==> config.mk <==
export PLATFORM = sky130hd
export DESIGN_NAME = utf8_codepoint_decoder_unit
export DESIGN_NICKNAME = d
export VERILOG_FILES = /design/src/rtl/core/ucd_pkg.sv /design/src/rtl/core/ucd_in_reg.sv /design/src/rtl/core/ucd_decode.sv /design/src/rtl/core/ucd_out_reg.sv /design/src/rtl/core/utf8_codepoint_decoder_unit.sv
export SDC_FILE = /design/constraint.sdc
export NUM_CORES = 1
export LEC_CHECK = 0
export BUFFER_PORTS_ARGS = -buffer_cell sky130_fd_sc_hd__buf_2
export CAP_MARGIN = 20
export CORE_MARGIN = 2
export CORE_UTILIZATION = 52
export CTS_BUF_LIST = sky130_fd_sc_hd__clkbuf_4
export DETAILED_ROUTE_END_ITERATION = 16
export HOLD_SLACK_MARGIN = 0.1
export MAX_ROUTING_LAYER = met4
export PLACE_DENSITY = 0.75
export SLEW_MARGIN = 25
export SYNTH_ARGS = -nofsm -noshare
export SYNTH_HDL_FRONTEND = slang
export SYNTH_SLANG_ARGS = --single-unit
==> constraint.sdc <==
create_clock -name clock -period 3.94 [get_ports clock]
set_clock_uncertainty 0.2 [all_clocks]
set_input_delay 0.197 -clock clock [delete_from_list [all_inputs] [get_ports clock]]
set_output_delay 0.197 -clock clock [all_outputs]
set_load 0.02 [all_outputs]
==> src/rtl/core/ucd_pkg.sv <==
// Shared types and constants for the UTF-8 code point decoder.
package ucd_pkg;

   localparam int unsigned ByteWidth    = 8;
   localparam int unsigned CpWidth      = 21;
   localparam int unsigned PartialWidth = 15;
   localparam int unsigned PendWidth    = 2;

   typedef logic [PendWidth-1:0] pend_type;

   localparam pend_type PEND_NONE  = 2'd0;
   localparam pend_type PEND_ONE   = 2'd1;
   localparam pend_type PEND_TWO   = 2'd2;
   localparam pend_type PEND_THREE = 2'd3;

   // One request as held in the input register.
   typedef struct packed {
      logic [ByteWidth-1:0] data_byte;
      logic                 last_byte;
   } ucd_byte_type;

   // Decoder output toward the result register.
   typedef struct packed {
      logic               emit;
      logic [CpWidth-1:0] code_point;
      logic               end_of_text;
   } ucd_result_type;

endpackage

==> src/rtl/core/ucd_in_reg.sv <==
// Input register stage for the UTF-8 code point decoder.
module ucd_in_reg (
   input  logic                clock,
   input  logic                reset,
   input  logic                load,
   input  logic                advance,
   input  ucd_pkg::ucd_byte_type in_data,
   output logic                valid,
   output ucd_pkg::ucd_byte_type out_data
);
   import ucd_pkg::*;

   logic         valid_ff;
   logic         valid_in;
   ucd_byte_type data_ff;

   always_comb begin
      valid_in = valid_ff;
      if (load) begin
         valid_in = 1'b1;
      end else if (advance) begin
         valid_in = 1'b0;
      end
   end

   always_ff @(posedge clock) begin
      if (reset) begin
         valid_ff <= 1'b0;
      end else begin
         valid_ff <= valid_in;
      end
   end

   always_ff @(posedge clock) begin
      if (load) begin
         data_ff <= in_data;
      end
   end

   assign valid    = valid_ff;
   assign out_data = data_ff;

endmodule

==> src/rtl/core/ucd_decode.sv <==
// Sequence state and per-byte decode logic.
module ucd_decode (
   input  logic                  clock,
   input  logic                  reset,
   input  logic                  step,
   input  ucd_pkg::ucd_byte_type in_data,
   output ucd_pkg::ucd_result_type result
);
   import ucd_pkg::*;

   pend_type                pending_ff;
   pend_type                pending_in;
   logic [PartialWidth-1:0] partial_ff;
   logic [PartialWidth-1:0] partial_in;

   logic [ByteWidth-1:0]    b;
   logic                    is_cont;
   logic [CpWidth-1:0]      merged;
   pend_type                pending_dec;

   always_comb begin
      b           = in_data.data_byte;
      is_cont     = (pending_ff != PEND_NONE) && (b[7:6] == 2'b10);
      merged      = {partial_ff, b[5:0]};
      pending_dec = pending_ff - PEND_ONE;

      pending_in         = PEND_NONE;
      partial_in         = '0;
      result.emit        = 1'b0;
      result.code_point  = '0;
      result.end_of_text = in_data.last_byte;

      if (is_cont) begin
         pending_in = pending_dec;
         if (pending_dec == PEND_NONE) begin
            result.emit       = 1'b1;
            result.code_point = merged;
         end else begin
            partial_in = merged[PartialWidth-1:0];
         end
      end else if (!b[7]) begin
         result.emit       = 1'b1;
         result.code_point = {{(CpWidth-ByteWidth){1'b0}}, b};
      end else if (b[7:5] == 3'b110) begin
         partial_in = {{(PartialWidth-5){1'b0}}, b[4:0]};
         pending_in = PEND_ONE;
      end else if (b[7:4] == 4'b1110) begin
         partial_in = {{(PartialWidth-4){1'b0}}, b[3:0]};
         pending_in = PEND_TWO;
      end else if (b[7:3] == 5'b11110) begin
         partial_in = {{(PartialWidth-3){1'b0}}, b[2:0]};
         pending_in = PEND_THREE;
      end
      // lone continuation and 0xF8-0xFF fall through: dropped

      if (in_data.last_byte) begin
         pending_in = PEND_NONE;
         partial_in = '0;
      end
   end

   always_ff @(posedge clock) begin
      if (reset) begin
         pending_ff <= PEND_NONE;
         partial_ff <= '0;
      end else if (step) begin
         pending_ff <= pending_in;
         partial_ff <= partial_in;
      end
   end

endmodule

==> src/rtl/core/ucd_out_reg.sv <==
// Result register for decoded code points.
module ucd_out_reg (
   input  logic                   clock,
   input  logic                   reset,
   input  logic                   load,
   input  logic                   stall,
   input  ucd_pkg::ucd_result_type in_data,
   output logic                   valid,
   output logic                   free,
   output logic [ucd_pkg::CpWidth-1:0] code_point,
   output logic                   end_of_text
);
   import ucd_pkg::*;

   logic               valid_ff;
   logic               valid_in;
   logic [CpWidth-1:0] cp_ff;
   logic               eot_ff;

   assign free = !valid_ff || !stall;

   always_comb begin
      valid_in = valid_ff;
      if (load) begin
         valid_in = 1'b1;
      end else if (free) begin
         valid_in = 1'b0;
      end
   end

   always_ff @(posedge clock) begin
      if (reset) begin
         valid_ff <= 1'b0;
      end else begin
         valid_ff <= valid_in;
      end
   end

   always_ff @(posedge clock) begin
      if (load) begin
         cp_ff  <= in_data.code_point;
         eot_ff <= in_data.end_of_text;
      end
   end

   assign valid       = valid_ff;
   assign code_point  = cp_ff;
   assign end_of_text = eot_ff;

endmodule

==> src/rtl/core/utf8_codepoint_decoder_unit.sv <==
// Top level of the UTF-8 code point decoder.
//
// Request channel (req_): one byte of UTF-8 text per request, with
// req_last_byte set on the final byte of a text. Response channel (rsp_):
// one decoded code point, with rsp_end_of_text set when the byte that
// completed it carried req_last_byte. Bytes that complete no code point
// (lead bytes, middle continuations, dropped bytes) give no response.
// A request is taken when valid is high and stall is low.
//
// Pipeline: a request is taken into the input register, and the code point
// that it completes is loaded into the response register once that register
// is free. Throughput: one byte per cycle while req_stall is low, set by the
// single decode stage between the input register and the response register.
//
// Reset clears the open sequence and both registers; req_stall is high
// while reset is asserted. When the receiver stalls, the response holds;
// bytes that give no response still pass, and req_stall rises only when a
// code point is waiting behind a stalled response.
module utf8_codepoint_decoder_unit (
   input  logic                          clock,
   input  logic                          reset,
   input  logic                          req_valid,
   output logic                          req_stall,
   input  logic [ucd_pkg::ByteWidth-1:0] req_data_byte,
   input  logic                          req_last_byte,
   output logic                          rsp_valid,
   input  logic                          rsp_stall,
   output logic [ucd_pkg::CpWidth-1:0]   rsp_code_point,
   output logic                          rsp_end_of_text
);
   import ucd_pkg::*;

   ucd_byte_type   req_data;
   ucd_byte_type   stage_data;
   ucd_result_type dec_result;
   logic           stage_valid;
   logic           out_free;
   logic           advance;
   logic           accept;

   assign req_data.data_byte = req_data_byte;
   assign req_data.last_byte = req_last_byte;

   // a byte with no code point never waits for the response register
   assign advance   = stage_valid && (!dec_result.emit || out_free);
   assign req_stall = reset || (stage_valid && !advance);
   assign accept    = req_valid && !req_stall;

   ucd_in_reg u_in_reg (
      .clock    (clock),
      .reset    (reset),
      .load     (accept),
      .advance  (advance),
      .in_data  (req_data),
      .valid    (stage_valid),
      .out_data (stage_data)
   );

   ucd_decode u_decode (
      .clock   (clock),
      .reset   (reset),
      .step    (advance),
      .in_data (stage_data),
      .result  (dec_result)
   );

   ucd_out_reg u_out_reg (
      .clock       (clock),
      .reset       (reset),
      .load        (advance && dec_result.emit),
      .stall       (rsp_stall),
      .in_data     (dec_result),
      .valid       (rsp_valid),
      .free        (out_free),
      .code_point  (rsp_code_point),
      .end_of_text (rsp_end_of_text)
   );

endmodule

==> impl_metrics.yaml <==
logic_synthesis:
  synth_top_cell_area_share_pct: 44.9
  ys_seq_area_share_pct: 63.2
  yosys.area_share.simple_pct: 18.0
  syn-instance-count: 162
  syn-num-nets: 177
  synth.area.mux_share_pct: 7.72
  synth.avg_cell_area_sq_um: 12.8
  yosys_warnings: 0
  yosys-top-cells-area: "edfxtp_1 45%, dfxtp_1 18%, mux2i_1 7.7%, and3_1 4.2%, nand2_1 3.8%"
  synth_top_family_by_area: "simple AND/OR/NAND/NOR gates"
  synthDistinctLibCells: 33
  synth_area_sq_um: 2070
  ys_seq_elements: 50
  synth_compound_area_share_pct: 5.85
  synth-xor-area-share_pct: 0
  yosys.area_share.adder_pct: 1.21
  synth_top_cell_by_area: "edfxtp_1"
routing:
  wl_um: 4210
  dr.pass1.iters: 4
  wl_met2_um: 2140
  met3_length_um: 169
  wl_met1_um: 1810
  ant_nets: 0
  drtIter0Drc: 139
  drc: 0
  viasPerCell: 5.52
  vias: 1436
  highest_layer: "met4"
  wire_per_inst_um: 16.2
setup_path:
  path_buf_inv: 2
  slowest_delay_ps: 610
  crit_fanout: 20
  cp_top_family: "simple AND/OR/NAND/NOR gates"
  ff2ff_path_depth: 5
  cp.depth: 6
  crit_path_top_delay_cell: "nor3b_4"
  startpoint: "u_decode.pending_ff[0]"
  worst_setup_path_start_kind: "register"
  arrival_ps: 2320
  worst-setup-path-type: "register to output pin"
  crit_required_ps: 3540
  r2r_start: "u_decode.pending_ff[0]"
  cp_cell_sequence: "inv_1, ha_1, nor3b_4, o21ai_2, o21ai_1, buf_2"
  cp-end-kind: "output pin"
sta:
  fin_ws_ps: 1220
  worstMarginPinSlew_ps: 945
  tns_ps: 0
  period_share_pct: 69.0
  setup_viol: 0
  slew_viol_final: 0
  max-slew-margin-rel_pct: 36.2
  rsz0062_at_grt: "no"
  max_freq_ghz: 0.368
  final_hold_viol_count: 0
  min_period_ps: 2720
place:
  dp_hpwl_um: 2670
  gp_congestion: 0.890
  port_buffers: 36
  post-place-ws_ps: 1270
  placedCellCount: 239
run:
  cap_viol_max_count: 0
grt:
  first_global_vias: 1441
  grt_overflow: 0
  antenna_found_initial: 0
  grt_max_degree: 23
  grt_pass1_wl_um: 6970
  grt_usage_pct: 21.6
clock_network:
  clockRootBuffer: "clkbuf_4"
  path_clk_slew_ps: 130
  ctsHtreeMaxLevel: 2
  cts_tree: "yes"
  clk_latency_ps: 360
  cts.sinks: 50
  cts_buffers: 5
  clk_path_buf_depth: 2
cells_and_area:
  fin_nets: 226
  layout-drive-gt1-share_pct: 25.5
  layout_common_cells: "36 x buf_2, 31 x edfxtp_1, 21 x nand2_1"
  fin_util_pct: 66.1
  final_cells: 260
  area_delta_synth_final_pct: 19.3
  fillers: 295
  antenna_cells: 0
  final_common_cell: "buf_2"
power:
  p_total_mw: 0.942
  p_leak_nw: 0.992
  powerDensity_nw_per_um2: 380
  vdd.ir_drop.worst_mv: 0.357
die:
  io_pins: 37
  num_rows: 22
  die_x_um: 67.2
  die_y_um: 67.2
  initial_core_util_pct: 55.4
  die-area_sq_um: 4510
  coreArea_sq_um: 3740
hold_path:
  hold_start: "rsp_stall"
  min_path_type: "input pin to register"
  hold_path_depth: 4
status:
  status: "finished, final reports clean"
-- metal layers --
layer	GRT usage, %	vias up
met5	-	-
met1	26.9	691
li1	-	692
met2	34.9	43
met4	7.65	0
met3	4.67	10
-- sequential cells by signal (all words and copies together) (netlist names) --
register / cells
u_decode.partial_ff: 15
u_in_reg.out_data: 9
u_out_reg.valid: 1
u_out_reg.code_point: 21
u_in_reg.valid: 1
u_decode.pending_ff: 2
u_out_reg.end_of_text: 1
-- worst min-delay path: cells and delay by family --
| kind | cells | cell delay [ps] |
|---|---|---|
| AO/OA/AOI/OAI | 3 | 420 |
| buffers and inverters | 1 | 130 |
-- report_power, final --
part	internal, mW	switching [mW]
clock network	0.141	0.158
registers	0.565	0.0100
logic	0.0296	0.0386
total	0.735	0.206
-- layout make-up --
class | instances | area (sq um) | share of cell area, %
clock buffer | 6 | 45.0 | 1.82
clock inverter | 2 | 37.5 | 1.52
inverter | 5 | 18.8 | 0.758
multi-input combinational | 99 | 684 | 27.7
sequential | 50 | 1310 | 53.0
tap | 48 | 60.1 | 2.43
timing repair buffer | 50 | 318 | 12.8
-- through the flow --
stage               cell area, sq um  hold WS, ps
finish                          2470          220
global route                    2470          215
CTS                             2470          175
detailed placement              2260          175
global placement                2260          174
floorplan                       2070         66.1
-- kinds of logic (layout without fill, tap and decap cells) --
group / count (synthesis) / count (layout)
adders and majority gates: 2 / 2
buffers and inverters: 13 / 63
DFF: 50 / 50
muxes: 16 / 16
and+or+nand+nor: 66 / 66
AOI/OAI and AO/OA: 15 / 15
-- synthesized netlist by cell type (all sizes together) --
cell type  count
edfxtp        31
nand2         21
o21a           1
nor3b          2
inv            5
dfxtp         19
and2           6
nor3           2
nand3         11
a31oi          1
mux2i         16
nor2           1
a21bo          1
a31o           1
o2111ai        1
buf            6
o21bai         1
o221ai         1
and3          14
o21ai          3
nand4          6
ha             2
nor2b          2
o31ai          2
a21oi          2
a41oi          1
nand2b         1
clkbuf         2
-- repair_timing --
item,4_1_cts,5_1_grt
buffers inserted,0,0
hold buffers,13,0
gates resized for setup,0,0
hold endpoints to repair,23,0
-- worst paths after layout --
| check | to | slack, ps |
|---|---|---|
| max | req_stall | 1220 |
| min | u_decode.pending_ff[1] | 220 |
| max reg2reg | u_in_reg.out_data[0] | 1240 |
| min reg2reg | u_decode.partial_ff[14] | 270 |
Power figures use the tool's default switching activity.
